### config.mk
export PLATFORM = sky130hd
export DESIGN_NAME = pid_spd_err
export DESIGN_NICKNAME = d
export VERILOG_FILES = /design/src/hw/rtl/pid_spd_pkg.sv /design/src/hw/rtl/pid_spd_err.sv
export VERILOG_INCLUDE_DIRS = /design/src /design/src/hw/rtl
export SDC_FILE = /design/constraint.sdc
export NUM_CORES = 1
export LEC_CHECK = 0
export ABC_AREA = 1
export BUFFER_PORTS_ARGS = -buffer_cell sky130_fd_sc_hd__buf_4
export CAP_MARGIN = 40
export CELL_PAD_IN_SITES_DETAIL_PLACEMENT = 1
export CELL_PAD_IN_SITES_GLOBAL_PLACEMENT = 1
export CORE_ASPECT_RATIO = 1.2
export CORE_UTILIZATION = 28
export DETAILED_ROUTE_END_ITERATION = 16
export PLACE_DENSITY = 0.74
export SLEW_MARGIN = 0
export SYNTH_ARGS = -nofsm -noshare
export SYNTH_HDL_FRONTEND = slang
export SYNTH_SLANG_ARGS = --single-unit
### constraint.sdc
create_clock -name clock -period 4 [get_ports clock]
set_clock_uncertainty 0.2 [all_clocks]
set_input_delay 0.4 -clock clock [delete_from_list [all_inputs] [get_ports clock]]
set_output_delay 0.4 -clock clock [all_outputs]
set_load 0.03 [all_outputs]
### src/hw/rtl/pid_speed_loop_with_clamps_assert.svh
// ----------------------------------------------------------------------------
// pid speed loop assertion macros
// concurrent assertion wrappers, empty when synthesized
// ----------------------------------------------------------------------------
`ifndef PID_SPEED_LOOP_WITH_CLAMPS_ASSERT_SVH
`define PID_SPEED_LOOP_WITH_CLAMPS_ASSERT_SVH
`ifndef SYNTHESIS
// plain property, checked every clock outside reset
`define PSC_ASSERT(lbl, clk, rst, prop, msg) \
   lbl: assert property (@(posedge clk) disable iff (rst) prop) else $error(msg);
// same-cycle implication, checked every clock outside reset
`define PSC_ASSERT_IMPL(lbl, clk, rst, ante, cons, msg) \
   lbl: assert property (@(posedge clk) disable iff (rst) (ante) |-> (cons)) else $error(msg);
`else
`define PSC_ASSERT(lbl, clk, rst, prop, msg)
`define PSC_ASSERT_IMPL(lbl, clk, rst, ante, cons, msg)
`endif
`endif

### src/hw/rtl/pid_spd_pkg.sv
// ----------------------------------------------------------------------------
// pid speed loop package
// shared widths, register indexes and the configuration record
// ----------------------------------------------------------------------------
package pid_spd_pkg;

   localparam int DATA_WIDTH_DEF = 16;
   localparam int GAIN_FRAC_DEF  = 8;
   localparam int GAIN_W         = 16;
   localparam int LIMIT_W        = 15;
   localparam int SUM_W          = 32;
   localparam int CSR_IDX_W      = 3;

   // register indexes of the csr port
   typedef enum logic [CSR_IDX_W-1:0] {
      CSR_PROP_GAIN  = 3'd0,
      CSR_INT_GAIN   = 3'd1,
      CSR_DERIV_GAIN = 3'd2,
      CSR_OUT_LIMIT  = 3'd3,
      CSR_INT_LIMIT  = 3'd4
   } csr_idx_type;

   typedef struct packed {
      logic [GAIN_W-1:0]  prop_gain;
      logic [GAIN_W-1:0]  int_gain;
      logic [GAIN_W-1:0]  deriv_gain;
      logic [LIMIT_W-1:0] output_limit;
      logic [LIMIT_W-1:0] integral_limit;
   } cfg_type;

   localparam cfg_type CFG_RESET = '{
      prop_gain:      16'd205,
      int_gain:       16'd82,
      deriv_gain:     16'd77,
      output_limit:   15'd10000,
      integral_limit: 15'd5000
   };

endpackage

### src/hw/rtl/pid_spd_err.sv
// ----------------------------------------------------------------------------
// pid speed loop error stage
// forms the error, its change and the saturating error sum, holds loop state
// ----------------------------------------------------------------------------
`include "pid_speed_loop_with_clamps_assert.svh"

module pid_spd_err #(
   parameter int DATA_WIDTH = pid_spd_pkg::DATA_WIDTH_DEF
) (
   input  logic                                 clock,
   input  logic                                 reset,
   input  pid_spd_pkg::cfg_type                 cfg,
   input  logic                                 in_valid,
   output logic                                 in_ready,
   input  logic signed [DATA_WIDTH-1:0]         in_target,
   input  logic signed [DATA_WIDTH-1:0]         in_meas,
   output logic                                 out_valid,
   input  logic                                 out_ready,
   output logic signed [DATA_WIDTH:0]           out_err,
   output logic signed [DATA_WIDTH+1:0]         out_derr,
   output logic signed [pid_spd_pkg::SUM_W-1:0] out_sum
);
   import pid_spd_pkg::*;

   localparam logic signed [SUM_W:0] SUM_MAX = {2'b00, {(SUM_W-1){1'b1}}};
   localparam logic signed [SUM_W:0] SUM_MIN = {2'b11, {(SUM_W-1){1'b0}}};

   logic                        adv;
   logic signed [DATA_WIDTH:0]  err;
   logic signed [SUM_W:0]       sum_wide;
   logic signed [SUM_W-1:0]     sum_sat;
   logic                        vld_ff, vld_in;
   logic signed [DATA_WIDTH:0]  prev_ff, prev_in;
   logic signed [SUM_W-1:0]     sum_ff, sum_in;
   logic signed [DATA_WIDTH+1:0] derr_ff, derr_in;

   assign in_ready = !vld_ff || out_ready;
   assign adv      = in_valid && in_ready;

   // error and saturating sum
   always_comb begin
      err      = (DATA_WIDTH+1)'(in_target) - (DATA_WIDTH+1)'(in_meas);
      sum_wide = (SUM_W+1)'(sum_ff) + (SUM_W+1)'(err);
      if (sum_wide > SUM_MAX) begin
         sum_sat = SUM_MAX[SUM_W-1:0];
      end else if (sum_wide < SUM_MIN) begin
         sum_sat = SUM_MIN[SUM_W-1:0];
      end else begin
         sum_sat = sum_wide[SUM_W-1:0];
      end
   end

   // state moves with each item taken; prev_ff always holds the item in this stage
   always_comb begin
      vld_in  = in_ready ? in_valid : vld_ff;
      prev_in = prev_ff;
      sum_in  = sum_ff;
      derr_in = derr_ff;
      if (adv) begin
         prev_in = err;
         sum_in  = (cfg.int_gain != '0) ? sum_sat : '0;
         derr_in = (DATA_WIDTH+2)'(err) - (DATA_WIDTH+2)'(prev_ff);
      end
   end

   always_ff @(posedge clock) begin
      if (reset) begin
         vld_ff  <= 1'b0;
         prev_ff <= '0;
         sum_ff  <= '0;
      end else begin
         vld_ff  <= vld_in;
         prev_ff <= prev_in;
         sum_ff  <= sum_in;
      end
      derr_ff <= derr_in;
   end

   assign out_valid = vld_ff;
   assign out_err   = prev_ff;
   assign out_derr  = derr_ff;
   assign out_sum   = sum_ff;

   // zero integral gain leaves a cleared sum
   `PSC_ASSERT(a_sum_clear, clock, reset, (adv && cfg.int_gain == '0) |=> (sum_ff == '0), "sum not cleared")
   // a non-negative error never lowers the sum
   `PSC_ASSERT(a_sum_mono, clock, reset, (adv && cfg.int_gain != '0 && !err[DATA_WIDTH]) |=> (sum_ff >= $past(sum_ff)), "sum decreased on non-negative error")

endmodule

==> reports/results.ini, run 1 <==
[sta]
fmax_mhz = 254
tightest_slew_ns = 0.689
relSlewSlack = 0.541
hold_violations = 0
period_minus_slack_ns = 3.94
drv_slew = 0
setup_viol = 0
post-route-period-util = 0.984
fin_ws_ns = 0.0621
finalSetupTns_ns = 0
rsz0062_at_grt = true

[power]
power_leakage_nw = 5.40
powerDensity_nw_per_um2 = 789
p_total_mw = 8.04
swShare = 0.487
p_comb_frac = 0.748
p_seq_frac = 0.142
p_int_mw = 4.13
ir_drop_mv = 0.382
p_clk_frac = 0.110
switchingPower_mw = 3.91

[synthesis]
synth.avg_cell_area_um2 = 6.38
syn_nets = 1220
yosysWarnings = 0
synth_seq_cells = 68
yosysSeqAreaShare = 0.233
synth_cell_type_count = 42
syn_inst = 1037
syn_area_um2 = 6620

[clocking]
h-tree-depth = 3
cts.sinks = 68
clock_latency_ns = 0.35
holdBufCountCts = 0
clockRootBuffer = clkbuf_16
cts_tree = yes
cts_buffers = 9
path_clk_slew_ns = 0.06
ctsLongestPathBuffers = 2

[global_route]
track_usage = 0.202
grt-ovfl-total = 0
antenna_found_initial = 0
grt_max_degree = 46
grt_pass1_wl_um = 38100
grt_pass1_vias = 8054

[floorplan]
rows = 61
start_util = 0.285
die_h_um = 170
ios = 183
die_area_um2 = 24300
core_um2 = 23200
die_w_um = 142

[detailed_routing]
viasPerCell = 4.73
wl_per_cell_um = 16.3
drt_iter0_markers = 253
drt_first_pass_iters = 5
routed_wl_um = 26400
postRouteAntennaNets = 0
route.detailed.drc = 0
vias = 7688

[critical_path]
cp.arrival_ns = 3.93
crit_type = input pin to register
cp_max_fo = 8
cp-end-kind = register
critPathLaunchType = input pin
r2r-start = out_sum[0]$_SDFFE_PP0P_
worstSetupStartpoint = in_meas[0]
cp_data_required_time_ns = 3.99

[place]
placed_cell_area_um2 = 8900
hpwl_um = 19000
pre_cts_ws_ns = -0.558
port_buffers = 120
dp.cells = 1588
gp_congestion = 0.893

[finish]
area_delta_synth_final_pct = 54.0
num_antenna_cells = 0
nets = 1487
drive_gt1_frac = 0.348
fin_area_um2 = 10200
finalNonFillerCells = 1624

[flow_run]
drv_cap = 0

[worst_hold_path]
holdCritStartpoint = in_meas[0]
hold_path_class = input pin to register

[run_status]
status = completed

worst paths after layout:
check / slack, ns / cells past startpoint / end
worst min-delay path: 0.16 / 3 / out_err[0]$_SDFFE_PP0P_
worst max register to register: 1.05 / 20 / out_sum[10]$_SDFFE_PP0P_
worst max-delay path: 0.06 / 27 / out_sum[10]$_SDFFE_PP0P_
worst min register to register: 0.29 / 2 / out_sum[9]$_SDFFE_PP0P_
layer usage:
layer	track usage	routed length [µm]
met2	0.418	14500
met4	0.0589	1020
met5	0	0
met1	0.205	10300
met3	0.0242	624
layout make-up:
type | count | area (µm²)
sequential | 68 | 1540
clock buffer | 10 | 229
timing repair buffer | 276 | 2280
inverter | 176 | 664
multi-input combinational | 773 | 4990
clock inverter | 6 | 90.1
tap | 315 | 394
fill | 2997 | 13000
metrics by stage:
step	hold slack [ns]	utilization
after floorplan	0.399	-
after global placement	0.271	0.383
after detailed placement	0.278	0.384
after CTS	0.193	0.408
after global routing	0.179	0.439
final	0.163	0.439
kinds of logic (layout without fill, tap and decap cells):
group,count (synthesis),count (layout),share of synthesized area
AO/OA/AOI/OAI,165,165,0.150
XOR/XNOR,41,41,0.0543
flip-flops,68,68,0.233
AND/OR/NAND/NOR,498,498,0.312
adder cells (fa/ha/maj),69,69,0.134
buffers and inverters,196,468,0.117
power groups by stage:
| stage | clock (mW) | combinational [mW] | sequential (mW) |
|---|---|---|---|
| 3_3_place_gp | 0 | 4.76 | 1.12 |
| 6_report | 0.883 | 6.01 | 1.15 |
| 4_1_cts | 0.898 | 5.15 | 1.13 |
| 2_1_floorplan | 0 | 2.61 | 1.48 |
| 3_5_place_dp | 0 | 4.91 | 1.12 |
| 5_1_grt | 0.927 | 6.52 | 1.18 |
sequential cells by signal, indices dropped and copies added (netlist names):
name       cells
out_err       17
out_derr      18
out_valid      1
out_sum       32
cell usage after synthesis:
| cell | n | area share |
|---|---|---|
| nand2_1 | 365 | 0.21 |
| inv_1 | 175 | 0.099 |
| a21oi_1 | 84 | 0.064 |
| ha_1 | 66 | 0.12 |
| dfxtp_1 | 50 | 0.15 |
| nor2_1 | 42 | 0.024 |
| nand3_1 | 38 | 0.029 |
| xor2_1 | 34 | 0.045 |
| o21ai_0 | 28 | 0.021 |
| nand2_2 | 26 | 0.025 |
| a21oi_2 | 24 | 0.032 |
| edfxtp_1 | 18 | 0.082 |
| clkbuf_1 | 11 | 0.0062 |
| nor3_1 | 10 | 0.0076 |
| o21bai_1 | 10 | 0.011 |
| xnor2_1 | 7 | 0.0093 |
| buf_2 | 6 | 0.0045 |
| nand4_1 | 5 | 0.0047 |
| nor4_1 | 4 | 0.0038 |
| a21o_1 | 3 | 0.0034 |
| a31oi_1 | 3 | 0.0028 |
| fa_1 | 3 | 0.0091 |
| a211oi_1 | 2 | 0.0023 |
| buf_8 | 2 | 0.0045 |
| nand3_2 | 2 | 0.0030 |
| nor3b_2 | 2 | 0.0038 |
| o31ai_1 | 2 | 0.0023 |
| a21boi_0 | 1 | 0.0011 |
| a221o_1 | 1 | 0.0015 |
| a221oi_1 | 1 | 0.0013 |
| a41oi_1 | 1 | 0.0013 |
| buf_6 | 1 | 0.0017 |
| clkinv_1 | 1 | 0.00057 |
| nand2_4 | 1 | 0.0017 |
| nor2_2 | 1 | 0.00095 |
| nor2_4 | 1 | 0.0017 |
| o2111ai_1 | 1 | 0.0013 |
| o211ai_1 | 1 | 0.0011 |
| o21a_1 | 1 | 0.0011 |
| o22ai_1 | 1 | 0.00095 |
| o41ai_1 | 1 | 0.0013 |
| or3_1 | 1 | 0.00095 |
cell usage in the layout, fill, tap and decap left out, types with 2 or more instances in the layout:
master      count
o21bai_1        9
inv_1         169
buf_4         259
a21oi_1        71
nor4_1          4
xor2_1         30
a21oi_2        36
ha_4           21
nand2_2        54
o31ai_1         2
ha_1           43
nor2_1         36
bufinv_16       2
ha_2            2
nand4_1         5
a31oi_1         2
nor2_2          2
nor2_4          6
edfxtp_1       18
nor3_1          7
fa_1            2
nand3_2         4
nand2_4        15
nor3_2          2
dfxtp_1        50
clkbuf_16      14
xnor2_1         7
a21o_1          3
buf_6           4
clkinvlp_4      5
nand3_1        36
xor2_2          3
nand2_1       322
buf_12          5
buf_16          2
o21ai_0        25
inv_2           5
critical path, stage by stage:
cell	delay, ns
buf_6	0.10
ha_4	0.15
fa_2	0.37
o21ai_4	0.21
a31oi_4	0.11
inv_2	0.09
nand3_2	0.07
nand2_1	0.08
nand2_1	0.06
nand2_2	0.10
clkinvlp_4	0.19
buf_12	0.21
buf_8	0.14
ha_4	0.31
nand2_4	0.09
nor2_4	0.10
nor3b_4	0.24
nand2_2	0.10
nand2_2	0.09
nand2_2	0.07
nand2_4	0.10
nand2_8	0.10
clkbuf_16	0.19
nand2_1	0.07
nand2_1	0.05
nand2_1	0.06
a21oi_1	0.06
what timing repair did:
action	in CTS	in global routing
cloned	1	6
pin swaps	9	42
endpoints found under the setup margin	31	31
resized for setup	35	108
endpoints found under the hold margin	0	0
buffers inserted	0	13
Note: power is estimated with default switching activity, not from simulation.
==> inputs of run 2 (changes only) <==
--- a/config.mk
+++ b/config.mk
@@ -12,9 +12,9 @@
 export CELL_PAD_IN_SITES_DETAIL_PLACEMENT = 1
 export CELL_PAD_IN_SITES_GLOBAL_PLACEMENT = 1
 export CORE_ASPECT_RATIO = 1.2
-export CORE_UTILIZATION = 28
+export CORE_UTILIZATION = 33
 export DETAILED_ROUTE_END_ITERATION = 16
-export PLACE_DENSITY = 0.74
+export PLACE_DENSITY = 0.84
 export SLEW_MARGIN = 0
 export SYNTH_ARGS = -nofsm -noshare
 export SYNTH_HDL_FRONTEND = slang
==> run 2 against run 1 <==
Compared with the run above:
- utilization grew 6.4 points
- sequential share of layout area grew 0.48 points
- flip-flop and latch count is the same
- total power shrank 3.3%
- sequential power is essentially flat
- the run now ends with negative setup slack left
- clock-buffer cell count shrank 1
- wire length grew 5.3%
- highest routed layer unchanged
==> reports/results.ini, run 2 (synthesized netlist as in run 1, its figures left out) <==
[detailed_routing]
routed_wl_um = 27800
postRouteAntennaNets = 0
viasPerCell = 5.16
wl_per_cell_um = 17.7
drt_first_pass_iters = 5
drt_iter0_markers = 256
route.detailed.drc = 0
vias = 8086

[finish]
fin_util = 0.504
layout_common_cells = nand2_1 (336), buf_4 (260), inv_1 (172)
nFillCells = 2524
fin_area_um2 = 9880
drive_gt1_frac = 0.324
area_delta_synth_final_pct = 49.3
largest_reg_flops = 32
num_antenna_cells = 0
nets = 1485
mostFrequentLayoutCell = nand2_1

[global_route]
grt-ovfl-total = 0
grt_pass1_wl_um = 38500
track_usage = 0.235
grt_max_degree = 61
grt_pass1_vias = 8153
antenna_found_initial = 0

[floorplan]
die_h_um = 157
die_area_um2 = 20600
rows = 56
die_w_um = 131
ios = 183
start_util = 0.337
core_um2 = 19600

[sta]
relSlewSlack = 0.400
hold_violations = 0
tightest_slew_ns = 0.895
drv_slew = 0
fmax_mhz = 234
fin_ws_ns = -0.271
setup_viol = 31
period_minus_slack_ns = 4.27
post-route-period-util = 1.07
rsz0062_at_grt = true

[power]
p_clk_frac = 0.113
power_leakage_nw = 5.32
ir_drop_mv = 0.358
p_int_mw = 3.94
p_total_mw = 7.77
powerDensity_nw_per_um2 = 787
p_seq_frac = 0.147
swShare = 0.494
p_comb_frac = 0.740
switchingPower_mw = 3.84

[clocking]
clockRootBuffer = clkbuf_16
holdBufCountCts = 0
path_clk_slew_ns = 0.06
clock_latency_ns = 0.36
cts_buffers = 9
ctsLongestPathBuffers = 2
cts.sinks = 68
cts_tree = yes
h-tree-depth = 3

[critical_path]
crit_type = input pin to register
worstSetupStartpoint = in_target[11]
cp-end-kind = register
critPathLaunchType = input pin
cp_max_fo = 8
cp_data_required_time_ns = 4.07
r2r-start = out_sum[0]$_SDFFE_PP0P_
cp.arrival_ns = 4.34

[place]
gp_congestion = 0.958
placed_cell_area_um2 = 8810
pre_cts_ws_ns = -0.693
hpwl_um = 19100
port_buffers = 120

[run_status]
status = complete, but fails checks
failed_checks = negative setup slack

[worst_hold_path]
hold_path_class = input pin to register
holdCritStartpoint = in_meas[0]

[flow_run]
drv_cap = 0

## run 2: changes by cell type in the layout (fill, tap and decap cells not counted), sizes merged
cell      delta
clkinvlp     -4
buf          -2
clkinv       +5
clkbuf       -1
## run 2: worst max-delay path: stages
cell,delay (ns)
buf_4,0.11
ha_1,0.34
nand2_1,0.12
a21oi_1,0.07
a211oi_2,0.28
inv_1,0.12
a21oi_2,0.16
nand3_1,0.13
nand2_2,0.13
clkinvlp_4,0.24
clkbuf_16,0.28
ha_4,0.25
nand2_1,0.09
nand2_1,0.10
nand2_1,0.12
nand2_1,0.09
nand2_1,0.09
nand2_2,0.09
a21oi_4,0.20
nand2_2,0.09
nand2_4,0.09
nand4_1,0.10
buf_6,0.16
clkbuf_4,0.17
nand2_1,0.07
nand2_1,0.06
a21oi_1,0.19
## run 2: final timing paths
| check | to | slack [ns] | cells after the start |
|---|---|---|---|
| setup reg to reg | out_sum[9]$_SDFFE_PP0P_ | 1.02 | 19 |
| hold reg to reg | out_sum[4]$_SDFFE_PP0P_ | 0.30 | 2 |
| hold / removal | out_err[0]$_SDFFE_PP0P_ | 0.17 | 3 |
| setup / recovery | out_sum[9]$_SDFFE_PP0P_ | -0.27 | 27 |
## run 2: power groups by stage
stage          combinational [mW]  clock (mW)  sequential, mW
2_1_floorplan                2.61           0            1.48
3_3_place_gp                 4.70           0            1.12
3_5_place_dp                 4.88           0            1.12
4_1_cts                      5.04       0.900            1.13
5_1_grt                      6.20       0.926            1.16
6_report                     5.75       0.881            1.14
## run 2: cell type report
type	instances	area (µm²)	area share
flip-flops and latches	68	1540	0.156
well taps	261	327	0.0331
clock inverters	7	91.3	0.00925
repair buffers	274	2190	0.222
inverters	176	664	0.0673
multi-input cells	773	4830	0.489
clock buffers	9	225	0.0228
## run 2: through the flow
| stage | hold slack, ns | std cells | TNS [ns] |
|---|---|---|---|
| after global placement | 0.279 | 1535 | -14.70 |
| after global routing | 0.176 | 1568 | -12.00 |
| after detailed placement | 0.286 | 1535 | -20.65 |
| after floorplan | 0.399 | 1037 | -0.111 |
| final | 0.169 | 1568 | -5.97 |
| after CTS | 0.183 | 1551 | -0.0753 |
## run 2: layer usage
layer | part of all wire | GRT usage | wire, µm | vias to the layer above
li1 | - | - | - | 3821
met1 | 0.36 | 0.231 | 9980 | 3848
met2 | 0.54 | 0.483 | 15100 | 287
met3 | 0.040 | 0.0306 | 1120 | 130
met4 | 0.060 | 0.110 | 1660 | 0
met5 | 0 | 0 | 0 | -
## run 2: timing repair
action | 4_1_cts | 5_1_grt
gates resized for setup | 22 | 83
buffers inserted | 0 | 11
gates cloned | 0 | 6
pin swaps | 2 | 14
setup endpoints to repair | 32 | 32
