File: config.mk
export PLATFORM = sky130hd
export DESIGN_NAME = pid_spd_out
export DESIGN_NICKNAME = d
export VERILOG_FILES = /design/src/hw/rtl/pid_spd_pkg.sv /design/src/hw/rtl/pid_spd_out.sv
export VERILOG_INCLUDE_DIRS = /design/src /design/src/hw/rtl
export SDC_FILE = /design/constraint.sdc
export NUM_CORES = 1
export LEC_CHECK = 0
export ABC_AREA = 1
export BUFFER_PORTS_ARGS = -buffer_cell sky130_fd_sc_hd__buf_2
export CAP_MARGIN = 25
export CORE_ASPECT_RATIO = 1.75
export CORE_UTILIZATION = 52
export CTS_BUF_LIST = sky130_fd_sc_hd__clkbuf_8 sky130_fd_sc_hd__clkbuf_16
export CTS_CLUSTER_DIAMETER = 80
export DETAILED_ROUTE_END_ITERATION = 8
export PLACE_DENSITY_LB_ADDON = 0.12
export SYNTH_ARGS = -nofsm -noshare
export SYNTH_HDL_FRONTEND = slang
export SYNTH_SLANG_ARGS = --single-unit
File: constraint.sdc
create_clock -name clock -period 6.5 [get_ports clock]
set_input_delay 0.65 -clock clock [delete_from_list [all_inputs] [get_ports clock]]
set_output_delay 0.65 -clock clock [all_outputs]
set_load 0.1 [all_outputs]
File: src/hw/rtl/pid_speed_loop_with_clamps_assert.svh
// ----------------------------------------------------------------------------
// pid speed loop assertion macros
// concurrent assertion wrappers, empty when synthesized
// ----------------------------------------------------------------------------
`ifndef PID_SPEED_LOOP_WITH_CLAMPS_ASSERT_SVH
`define PID_SPEED_LOOP_WITH_CLAMPS_ASSERT_SVH
`ifndef SYNTHESIS
// plain property, checked every clock outside reset
`define PSC_ASSERT(lbl, clk, rst, prop, msg) \
   lbl: assert property (@(posedge clk) disable iff (rst) prop) else $error(msg);
// same-cycle implication, checked every clock outside reset
`define PSC_ASSERT_IMPL(lbl, clk, rst, ante, cons, msg) \
   lbl: assert property (@(posedge clk) disable iff (rst) (ante) |-> (cons)) else $error(msg);
`else
`define PSC_ASSERT(lbl, clk, rst, prop, msg)
`define PSC_ASSERT_IMPL(lbl, clk, rst, ante, cons, msg)
`endif
`endif

File: src/hw/rtl/pid_spd_pkg.sv
// ----------------------------------------------------------------------------
// pid speed loop package
// shared widths, register indexes and the configuration record
// ----------------------------------------------------------------------------
package pid_spd_pkg;

   localparam int DATA_WIDTH_DEF = 16;
   localparam int GAIN_FRAC_DEF  = 8;
   localparam int GAIN_W         = 16;
   localparam int LIMIT_W        = 15;
   localparam int SUM_W          = 32;
   localparam int CSR_IDX_W      = 3;

   // register indexes of the csr port
   typedef enum logic [CSR_IDX_W-1:0] {
      CSR_PROP_GAIN  = 3'd0,
      CSR_INT_GAIN   = 3'd1,
      CSR_DERIV_GAIN = 3'd2,
      CSR_OUT_LIMIT  = 3'd3,
      CSR_INT_LIMIT  = 3'd4
   } csr_idx_type;

   typedef struct packed {
      logic [GAIN_W-1:0]  prop_gain;
      logic [GAIN_W-1:0]  int_gain;
      logic [GAIN_W-1:0]  deriv_gain;
      logic [LIMIT_W-1:0] output_limit;
      logic [LIMIT_W-1:0] integral_limit;
   } cfg_type;

   localparam cfg_type CFG_RESET = '{
      prop_gain:      16'd205,
      int_gain:       16'd82,
      deriv_gain:     16'd77,
      output_limit:   15'd10000,
      integral_limit: 15'd5000
   };

endpackage

File: src/hw/rtl/pid_spd_out.sv
// ----------------------------------------------------------------------------
// pid speed loop output stages
// integral clamp and term sum, then output clamp, rounding and result register
// ----------------------------------------------------------------------------
`include "pid_speed_loop_with_clamps_assert.svh"

module pid_spd_out #(
   parameter int DATA_WIDTH     = pid_spd_pkg::DATA_WIDTH_DEF,
   parameter int GAIN_FRAC_BITS = pid_spd_pkg::GAIN_FRAC_DEF,
   parameter int TERM_W         = 49
) (
   input  logic                        clock,
   input  logic                        reset,
   input  pid_spd_pkg::cfg_type        cfg,
   input  logic                        in_valid,
   output logic                        in_ready,
   input  logic signed [TERM_W-1:0]    in_p,
   input  logic signed [TERM_W-1:0]    in_i,
   input  logic signed [TERM_W-1:0]    in_d,
   output logic                        out_valid,
   input  logic                        out_ready,
   output logic [DATA_WIDTH-1:0]       out_drive
);
   import pid_spd_pkg::*;

   localparam int TOT_W = TERM_W + 2;
   localparam logic signed [TOT_W-1:0] HALF = (TOT_W'(1) << GAIN_FRAC_BITS) >> 1;

   logic                     adv3, adv4, s4_ready;
   logic signed [TERM_W-1:0] ilim_sh, i_cl;
   logic signed [TOT_W-1:0]  olim_sh, olim_x, tot_cl, rnd_full;
   logic                     v3_ff, v3_in;
   logic signed [TOT_W-1:0]  tot_ff, tot_in;
   logic                     vld_ff, vld_in;
   logic [DATA_WIDTH-1:0]    drive_ff, drive_in;

   assign s4_ready = !vld_ff || out_ready;
   assign in_ready = !v3_ff || s4_ready;
   assign adv3     = in_valid && in_ready;
   assign adv4     = v3_ff && s4_ready;

   // integral clamp, zero limit passes the term through
   always_comb begin
      ilim_sh = TERM_W'(cfg.integral_limit) << GAIN_FRAC_BITS;
      i_cl    = in_i;
      if (cfg.integral_limit != '0) begin
         if (in_i > ilim_sh) begin
            i_cl = ilim_sh;
         end else if (in_i < -ilim_sh) begin
            i_cl = -ilim_sh;
         end
      end
   end

   // term sum
   always_comb begin
      v3_in  = in_ready ? in_valid : v3_ff;
      tot_in = tot_ff;
      if (adv3) begin
         tot_in = TOT_W'(in_p) + TOT_W'(i_cl) + TOT_W'(in_d);
      end
   end

   // output clamp and round half up
   always_comb begin
      olim_sh = TOT_W'(cfg.output_limit) << GAIN_FRAC_BITS;
      olim_x  = TOT_W'(cfg.output_limit);
      if (tot_ff > olim_sh) begin
         tot_cl = olim_sh;
      end else if (tot_ff < -olim_sh) begin
         tot_cl = -olim_sh;
      end else begin
         tot_cl = tot_ff;
      end
      rnd_full = (tot_cl + HALF) >>> GAIN_FRAC_BITS;
      vld_in   = s4_ready ? v3_ff : vld_ff;
      drive_in = adv4 ? rnd_full[DATA_WIDTH-1:0] : drive_ff;
   end

   always_ff @(posedge clock) begin
      if (reset) begin
         v3_ff  <= 1'b0;
         vld_ff <= 1'b0;
      end else begin
         v3_ff  <= v3_in;
         vld_ff <= vld_in;
      end
      tot_ff   <= tot_in;
      drive_ff <= drive_in;
   end

   assign out_valid = vld_ff;
   assign out_drive = drive_ff;

   // rounded drive stays inside the output limit
   `PSC_ASSERT_IMPL(a_drive_lim, clock, reset, v3_ff, (rnd_full <= olim_x && rnd_full >= -olim_x), "drive beyond output limit")
   // clamped integral term stays inside the integral limit
   `PSC_ASSERT_IMPL(a_int_lim, clock, reset, (in_valid && cfg.integral_limit != '0), (i_cl <= ilim_sh && i_cl >= -ilim_sh), "integral term beyond limit")

endmodule

==> results.json, run 1 <==
{
  "cp-end-kind": "register",
  "worst_pin_slew_ns": 0.793,
  "io_buffers": 198,
  "cts_tree": "built",
  "synth_edf_count": 67,
  "wl_um": 39700,
  "nFillCells": 1941,
  "drc": 0,
  "io_pins": 247,
  "dp_cells": 2406,
  "ys_seq_area_share_pct": 17.3,
  "ant_nets": 0,
  "setup_ws_ns": 0.226,
  "synth_most_common_cell": "nand2_1",
  "syn_to_final_growth_pct": 33.1,
  "rrSetupSlack_ns": 2.20,
  "grt_pass1_vias": 13100,
  "vias_per_cell": 5.34,
  "cp.required_ns": 6.59,
  "r2r-end": "out_drive[14]",
  "p_sw_mw": 1.59,
  "synth_top_cells_by_area": "ha_1 (18%), edfxtp_1 (17%), nand2_1 (12%), fa_1 (8.4%), inv_1 (8.1%)",
  "status": "completed",
  "multi_input_area_mm2": 0.00913,
  "cp-start-kind": "primary input",
  "critPathArrivalTime_ns": 6.36,
  "ys.warnings.count": 0,
  "antenna_cells": 0,
  "finClkSkew_ns": 0.00740,
  "met2_length_um": 21100,
  "synth_top_flop_cell": "edfxtp_1",
  "hold_viol_final": 0,
  "design.core.area_mm2": 0.0223,
  "met1_length_um": 14200,
  "stdcell_count": 2436,
  "grtUsageTotal_pct": 34.4,
  "setup-tns-final_ns": 0,
  "syn_area_mm2": 0.0119,
  "drtIter0Drc": 833,
  "synthCells": 1692,
  "sequentialPowerShare_pct": 22.5,
  "met3_length_um": 1350,
  "regArea_mm2": 0.00205,
  "avgSynthCellArea_um2": 7.01,
  "crit_fanout": 6,
  "preCtsSetupSlack_ns": -0.491,
  "cap_violations": 0,
  "cts-root-buf": "clkbuf_16",
  "reg2reg_depth": 16,
  "whs_path_depth": 2,
  "routed.top_layer": "met5",
  "r2r_start": "tot_ff[19]",
  "clockPowerShare_pct": 13.4,
  "synth.net_count": 2139,
  "synthTopCellsByCount": "nand2_1 (390), inv_1 (257), ha_1 (168)",
  "place_congestion": 1.00,
  "internal_power_mw": 1.88,
  "fin_crit_ns": 6.27,
  "grt_pass1_wl_um": 61500,
  "whs_ns": 0.470,
  "firstDrtPassIters": 6,
  "grt_max_degree": 52,
  "cts.sinks": 69,
  "min_to": "out_valid",
  "clock.fmax_mhz": 159,
  "layout-drive-gt1-share_pct": 28.5,
  "slew_headroom_pct": 46.7,
  "period_share_pct": 96.5,
  "hold_start": "reset",
  "power.share.switching_pct": 45.8,
  "power_frac_comb_pct": 64.1,
  "async_flop_share_pct": 0,
  "vias": 13000,
  "power_density_mw_per_mm2": 220,
  "slew_violations": 0,
  "ir_worst_vdd_mv": 0.148,
  "cp_slowest_cell": "fa_1",
  "synth_top_cell_by_area": "ha_1",
  "synth_top_area_share_pct": 17.7,
  "dieArea_mm2": 0.0234,
  "h-tree-depth": 3,
  "cts-buffers-inserted": 9,
  "antenna_found_initial": 1,
  "ys_types": 58,
  "synth-seq-cells": 69,
  "hp-class": "in -> reg",
  "path_clk_slew_ns": 0.06,
  "start_util_pct": 53.3,
  "power.total_mw": 3.48,
  "nets": 2582,
  "cts_buffer_depth": 2,
  "wl_per_cell_um": 16.3,
  "rows": 72,
  "dieWidth_um": 116,
  "clk_latency_ns": 0.35,
  "worstSetupPathType": "in -> reg",
  "power.leakage_nw": 8.32,
  "die_h_um": 202,
  "critPathMaxStageDelay_ns": 0.43,
  "dpl.hpwl_um": 34200,
  "setup_viol": 0,
  "gr-total-overflow": 0
}
## stage by stage
step           cell area, um2  utilization [%]
5_1_grt                 15800             70.9
3_3_place_gp            14900             67.0
6_report                15800             70.9
3_5_place_dp            14900             67.0
2_1_floorplan           11900                -
4_1_cts                 15200             68.4
## routing by layer
metal / track usage [%] / up-vias
met4: 26.7 / 2
li1: - / 6525
met5: 0 / -
met3: 3.18 / 157
met2: 64.1 / 432
met1: 33.8 / 5899
## cells by family after synthesis
kind of cell / share of synthesized area, %
buffers and inverters: 9.41
DFF: 17.3
AOI/OAI and AO/OA: 11.8
and+or+nand+nor: 30.3
adders and majority gates: 26.2
xor gates and xnor gates: 5.08
## how the worst max path moves through the flow
stage	slack [ns]	end	start	cells past startpoint
after floorplan	0.12	tot_ff[45]	cfg[0]	38
after global placement	-0.34	tot_ff[45]	cfg[0]	38
after detailed placement	-0.49	tot_ff[45]	cfg[0]	40
after CTS	-0.001	tot_ff[45]	cfg[0]	40
after global routing	-0.13	tot_ff[45]	cfg[1]	38
final	0.23	tot_ff[50]	cfg[0]	36
## cells in the final DEF (no fill, tap or decap), types with 46 or more instances in the layout
cell      Yosys  routed
inv_1       257     251
a21oi_1     118     103
ha_1        168     162
buf_2         9     198
nand2_1     390     387
edfxtp_1     67      67
nand3_1     115     109
xor2_1       46      46
buf_4         1     251
fa_1         50      49
nor2_1      156     149
## area by class of cell
type	count	share of cell area, %
well taps	296	2.35
multi-input cells	1338	57.8
inverters	261	6.21
clock buffers	9	1.43
repair buffers	456	18.8
clock inverters	7	0.357
flip-flops and latches	69	13.0
## flip-flops by register name, summed over array words and instances, names as in the netlist
name	flops
out_valid	1
out_drive	16
v3_ff	1
tot_ff	51
## timing repair
item                       4_1_cts  5_1_grt
setup buffers                    0       13
setup endpoints to repair        7       35
resized for setup                6      105
pin swaps                        1       42
hold buffers                     0        0
## worst max-delay path, delay by kind of cell
family	cells	cell delay (ns)
and+or+nand+nor	18	2.53
adders and majority gates	4	1.10
buffers and inverters	8	1.01
AOI/OAI and AO/OA	5	0.94
xor gates and xnor gates	1	0.10
## power by group through the flow
stage / Combinational (mW) / Clock [mW] / Sequential, mW
finish: 2.23 / 0.467 / 0.782
CTS: 2.12 / 0.471 / 0.779
global placement: 2.06 / 0 / 0.784
detailed placement: 2.10 / 0 / 0.787
global route: 2.46 / 0.491 / 0.794
floorplan: 1.18 / 0 / 0.835
Note: power is estimated with default switching activity, not from simulation.
==> run 2: changes to the inputs <==
--- a/config.mk
+++ b/config.mk
@@ -14,7 +14,9 @@
 export CTS_BUF_LIST = sky130_fd_sc_hd__clkbuf_8 sky130_fd_sc_hd__clkbuf_16
 export CTS_CLUSTER_DIAMETER = 80
 export DETAILED_ROUTE_END_ITERATION = 8
+export MAX_ROUTING_LAYER = met4
 export PLACE_DENSITY_LB_ADDON = 0.12
+export RECOVER_POWER = 25
 export SYNTH_ARGS = -nofsm -noshare
 export SYNTH_HDL_FRONTEND = slang
 export SYNTH_SLANG_ARGS = --single-unit
==> run 2 against run 1 <==
The run now ends with capacitance limit, slew limit left. Via count up 1.7%. Worst hold slack about the same. First-iteration DRC count down 1.1%. Fmax down 1.6%. Utilization up 1.4 points. Clock skew about the same. Register-to-register slack about the same. Final area up 1.9%. Count of clock-buffer cells in the layout unchanged. Clock power up 6.2%. Total power up 1.6%. Non-clock buffer count up 11. Largest cell class unchanged. Largest power group unchanged. Highest routed layer is now met4.
==> results.json, run 2 (synthesized netlist as in run 1, its figures left out) <==
{
  "dieArea_mm2": 0.0234,
  "fin_area_mm2": 0.0161,
  "antenna_found_initial": 0,
  "final_common_cell": "nand2_1",
  "gr-total-overflow": 0,
  "drtIter0Drc": 824,
  "drc": 0,
  "h-tree-depth": 3,
  "r2r_start": "tot_ff[19]",
  "p_sw_mw": 1.60,
  "firstDrtPassIters": 5,
  "cts-root-buf": "clkbuf_16",
  "critPathArrivalTime_ns": 6.46,
  "slew_headroom_pct": -67.6,
  "grtUsageTotal_pct": 35.7,
  "power_density_mw_per_mm2": 220,
  "antenna_cells": 0,
  "cp_slowest_cell": "fa_1",
  "setup_viol": 0,
  "most-common-layout-cells": "nand2_1 (383), buf_4 (259), inv_1 (253)",
  "clock.fmax_mhz": 157,
  "vias": 13200,
  "cp.required_ns": 6.59,
  "hold_viol_final": 0,
  "ant_nets": 0,
  "hp-class": "in -> reg",
  "nFillCells": 1934,
  "design.core.area_mm2": 0.0223,
  "io_pins": 247,
  "worst_pin_slew_ns": 2.51,
  "largest_reg_flops": 51,
  "grt_pass1_vias": 13500,
  "hold_start": "reset",
  "postCtsHoldBufs": 0,
  "power.leakage_nw": 8.38,
  "slew_violations": 52,
  "cts.sinks": 69,
  "layout-drive-gt1-share_pct": 29.7,
  "cap_violations": 1,
  "internal_power_mw": 1.93,
  "setup-tns-final_ns": 0,
  "power.share.switching_pct": 45.4,
  "wl_um": 40100,
  "start_util_pct": 53.3,
  "path_clk_slew_ns": 0.06,
  "dpl.hpwl_um": 34600,
  "cp-end-kind": "register",
  "cp-start-kind": "primary input",
  "worst-path-buf-inv": 7,
  "place_area_mm2": 0.0150,
  "nets": 2593,
  "dieWidth_um": 116,
  "rows": 72,
  "cts-buffers-inserted": 9,
  "io_buffers": 198,
  "vias_per_cell": 5.41,
  "fin_crit_ns": 6.38,
  "die_h_um": 202,
  "cts_buffer_depth": 2,
  "critical_path.startpoint": "cfg[1]",
  "stdcell_count": 2447,
  "ir_worst_vdd_mv": 0.149,
  "grt_max_degree": 52,
  "clk_latency_ns": 0.35,
  "finClkSkew_ns": 0.00702,
  "dp_cells": 2415,
  "violations": "capacitance limit, slew limit",
  "cts_tree": "built",
  "critPathTopFamily": "simple AND/OR/NAND/NOR gates",
  "period_share_pct": 98.1,
  "grt_pass1_wl_um": 62600,
  "power_frac_comb_pct": 63.8,
  "sequentialPowerShare_pct": 22.1,
  "syn_to_final_growth_pct": 35.6,
  "worstSetupPathType": "in -> reg",
  "top_register": "tot_ff",
  "clockPowerShare_pct": 14.0,
  "wl_per_cell_um": 16.4,
  "place_congestion": 1.00,
  "status": "finished, violations left",
  "critPathMaxStageDelay_ns": 0.44,
  "crit_fanout": 8
}
[run 2: repair_timing]
action,in CTS,in global routing
gates resized for setup,6,139
setup endpoints to repair,12,35
setup buffers,0,15
pin swaps,0,54
[run 2: final timing paths]
kind | slack, ns | depth (start not counted) | endpoint
setup / recovery | 0.12 | 35 | tot_ff[50]
hold / removal | 0.47 | 2 | out_valid
setup reg to reg | 2.19 | 16 | out_drive[11]
hold reg to reg | 0.49 | 2 | out_valid
[run 2: area by class of cell]
class | count | area, um2 | share of cell area [%]
clock buffer | 9 | 225 | 1.40
clock inverter | 7 | 73.8 | 0.459
inverter | 261 | 980 | 6.09
multi-input combinational | 1338 | 9340 | 58.1
sequential | 69 | 2050 | 12.8
tap | 296 | 370 | 2.30
timing repair buffer | 467 | 3040 | 18.9
[run 2: metal layers]
metal,share of wire [%],global-route usage (%)
met5,0,-
met4,8.7,25.5
met3,3.9,3.24
met2,53,65.3
met1,35,34.1
[run 2: power by group through the flow]
stage / Combinational [mW] / Clock (mW) / Sequential, mW
2_1_floorplan: 1.18 / 0 / 0.835
3_3_place_gp: 2.06 / 0 / 0.784
3_5_place_dp: 2.11 / 0 / 0.786
4_1_cts: 2.12 / 0.496 / 0.777
5_1_grt: 2.49 / 0.514 / 0.795
6_report: 2.25 / 0.496 / 0.782
[run 2: per-stage QoR]
stage	utilization, %	power (mW)	setup WS (ns)	hold slack, ns
2_1_floorplan	-	2.02	0.120	0.445
3_3_place_gp	67.4	2.84	-0.383	0.458
3_5_place_dp	67.4	2.90	-0.506	0.479
4_1_cts	68.9	3.39	0.00161	0.469
5_1_grt	72.3	3.79	-0.155	0.476
6_report	72.3	3.53	0.122	0.470
==> run 3: changes to the inputs <==
--- a/config.mk
+++ b/config.mk
@@ -12,7 +12,6 @@
 export CORE_ASPECT_RATIO = 1.75
 export CORE_UTILIZATION = 52
 export CTS_BUF_LIST = sky130_fd_sc_hd__clkbuf_8 sky130_fd_sc_hd__clkbuf_16
-export CTS_CLUSTER_DIAMETER = 80
 export DETAILED_ROUTE_END_ITERATION = 8
 export MAX_ROUTING_LAYER = met4
 export PLACE_DENSITY_LB_ADDON = 0.12
==> constraint.sdc (replaced) <==
create_clock -name clock -period 5.36 [get_ports clock]
set_input_delay 0.536 -clock clock [delete_from_list [all_inputs] [get_ports clock]]
set_output_delay 0.536 -clock clock [all_outputs]
set_load 0.1 [all_outputs]
==> run 3 against run 2 <==
The flow finishes with violations (setup timing). Non-clock buffer count is 79 higher. Count of clock-buffer cells in the layout stayed put. Sequential power is 24% higher. Critical endpoint is now tot_ff[34]. Highest routed layer unchanged.
==> results.json, run 3 (synthesized netlist as in run 1, its figures left out) <==
{
  "clock.fmax_mhz": 158,
  "ir_worst_vdd_mv": 0.208,
  "hp-class": "in -> reg",
  "slew_violations": 0,
  "start_util_pct": 53.3,
  "power.leakage_nw": 9.04,
  "rows": 72,
  "setup-tns-final_ns": -27.50,
  "firstDrtPassIters": 6,
  "cts_tree": "built",
  "cp-start-kind": "primary input",
  "layout-drive-gt1-share_pct": 41.2,
  "worst_pin_slew_ns": 1.01,
  "status": "finished, violations left",
  "dieWidth_um": 116,
  "cts_buffer_depth": 2,
  "crit_fanout": 7,
  "io_buffers": 198,
  "gr-total-overflow": 0,
  "top_register": "tot_ff",
  "clk_latency_ns": 0.36,
  "setup_ws_ns": -0.956,
  "vias_per_cell": 5.81,
  "fin_crit_ns": 6.32,
  "syn_to_final_growth_pct": 52.8,
  "finalCoreUtilization_pct": 81.4,
  "wl_per_cell_um": 20.6,
  "power_density_mw_per_mm2": 279,
  "violations": "setup timing",
  "path_clk_slew_ns": 0.06,
  "antenna_found_initial": 2,
  "setup_viol": 44,
  "wl_um": 52000,
  "grt_pass1_wl_um": 72600,
  "cap_violations": 0,
  "grt_max_degree": 52,
  "dieArea_mm2": 0.0234,
  "nets": 2672,
  "largest_reg_flops": 51,
  "cpMostUsedCell": "nand2_1",
  "h-tree-depth": 3,
  "place_congestion": 0.969,
  "dpl.hpwl_um": 35600,
  "rsz0062_at_grt": "yes",
  "cp_slowest_cell": "fa_2",
  "nFillCells": 1453,
  "preCtsSetupSlack_ns": -1.25,
  "final_common_cell": "nand2_1",
  "critPathMaxStageDelay_ns": 0.59,
  "hold_viol_final": 0,
  "most-common-layout-cells": "nand2_1 (362), buf_4 (312), inv_1 (227)",
  "cp-end-kind": "register",
  "cp.required_ns": 5.46,
  "cts.sinks": 69,
  "slew_headroom_pct": 32.7,
  "die_h_um": 202,
  "worstSetupPathType": "in -> reg",
  "period_share_pct": 118,
  "io_pins": 247,
  "critPathArrivalTime_ns": 6.42,
  "grt_pass1_vias": 14800,
  "cts-buffers-inserted": 9,
  "finClkSkew_ns": 0.00988,
  "drc": 0,
  "vias": 14700,
  "design.core.area_mm2": 0.0223,
  "drtIter0Drc": 1268,
  "postCtsHoldBufs": 0,
  "whs_ns": 0.340,
  "grtUsageTotal_pct": 42.2,
  "cts-root-buf": "clkbuf_16",
  "ant_nets": 0
}
-- run 3: timing repair --
action                     4_1_cts  5_1_grt
resized for setup              219      186
cloned                           0        1
setup endpoints to repair       43       56
pin swaps                       65       95
setup buffers                   50       25
-- run 3: worst paths after layout --
path	start	end	depth (start not counted)	slack, ns
worst min register to register	v3_ff	out_valid	2	0.48
worst max register to register	tot_ff[14]	out_drive[12]	16	0.73
worst min-delay path	reset	v3_ff	2	0.34
worst max-delay path	cfg[1]	tot_ff[34]	45	-0.96
-- run 3: area by class of cell --
cell class | instances | area, um2 | share of cell area [%]
tap | 296 | 370 | 2.04
sequential | 69 | 2050 | 11.3
inverter | 261 | 1000 | 5.55
clock buffer | 9 | 225 | 1.24
multi-input combinational | 1338 | 10600 | 58.4
clock inverter | 7 | 50.0 | 0.276
timing repair buffer | 546 | 3840 | 21.2
antenna | 2 | 5.00 | 0.0276
-- run 3: critical path, delay by kind of cell --
family | cells | cell delay [ns]
simple gates | 23 | 2.23
fa+ha+maj | 5 | 1.43
buf+inv | 12 | 1.39
compound gates | 5 | 0.81
-- run 3: per-stage QoR --
step	power [mW]	area, um2	cells
2_1_floorplan	2.50	12100	1692
4_1_cts	4.48	17100	2507
3_5_place_dp	3.59	15500	2442
5_1_grt	5.34	18100	2528
3_3_place_gp	3.53	15500	2442
6_report	5.06	18100	2528
-- run 3: power by group --
group	leakage (nW)	internal, mW	switching [mW]
combinational	8.24	1.48	2.03
sequential	0.665	0.812	0.160
clock	0.128	0.314	0.261
total	9.04	2.61	2.45
-- run 3: per-layer routing --
layer  vias up  track usage (%)  part of all wire (%)
li1       6702                -                     -
met1      6761             39.8                    32
met2       830             71.4                    49
met3       385             10.0                   8.4
met4         0             34.4                    11
met5         -                -                     0
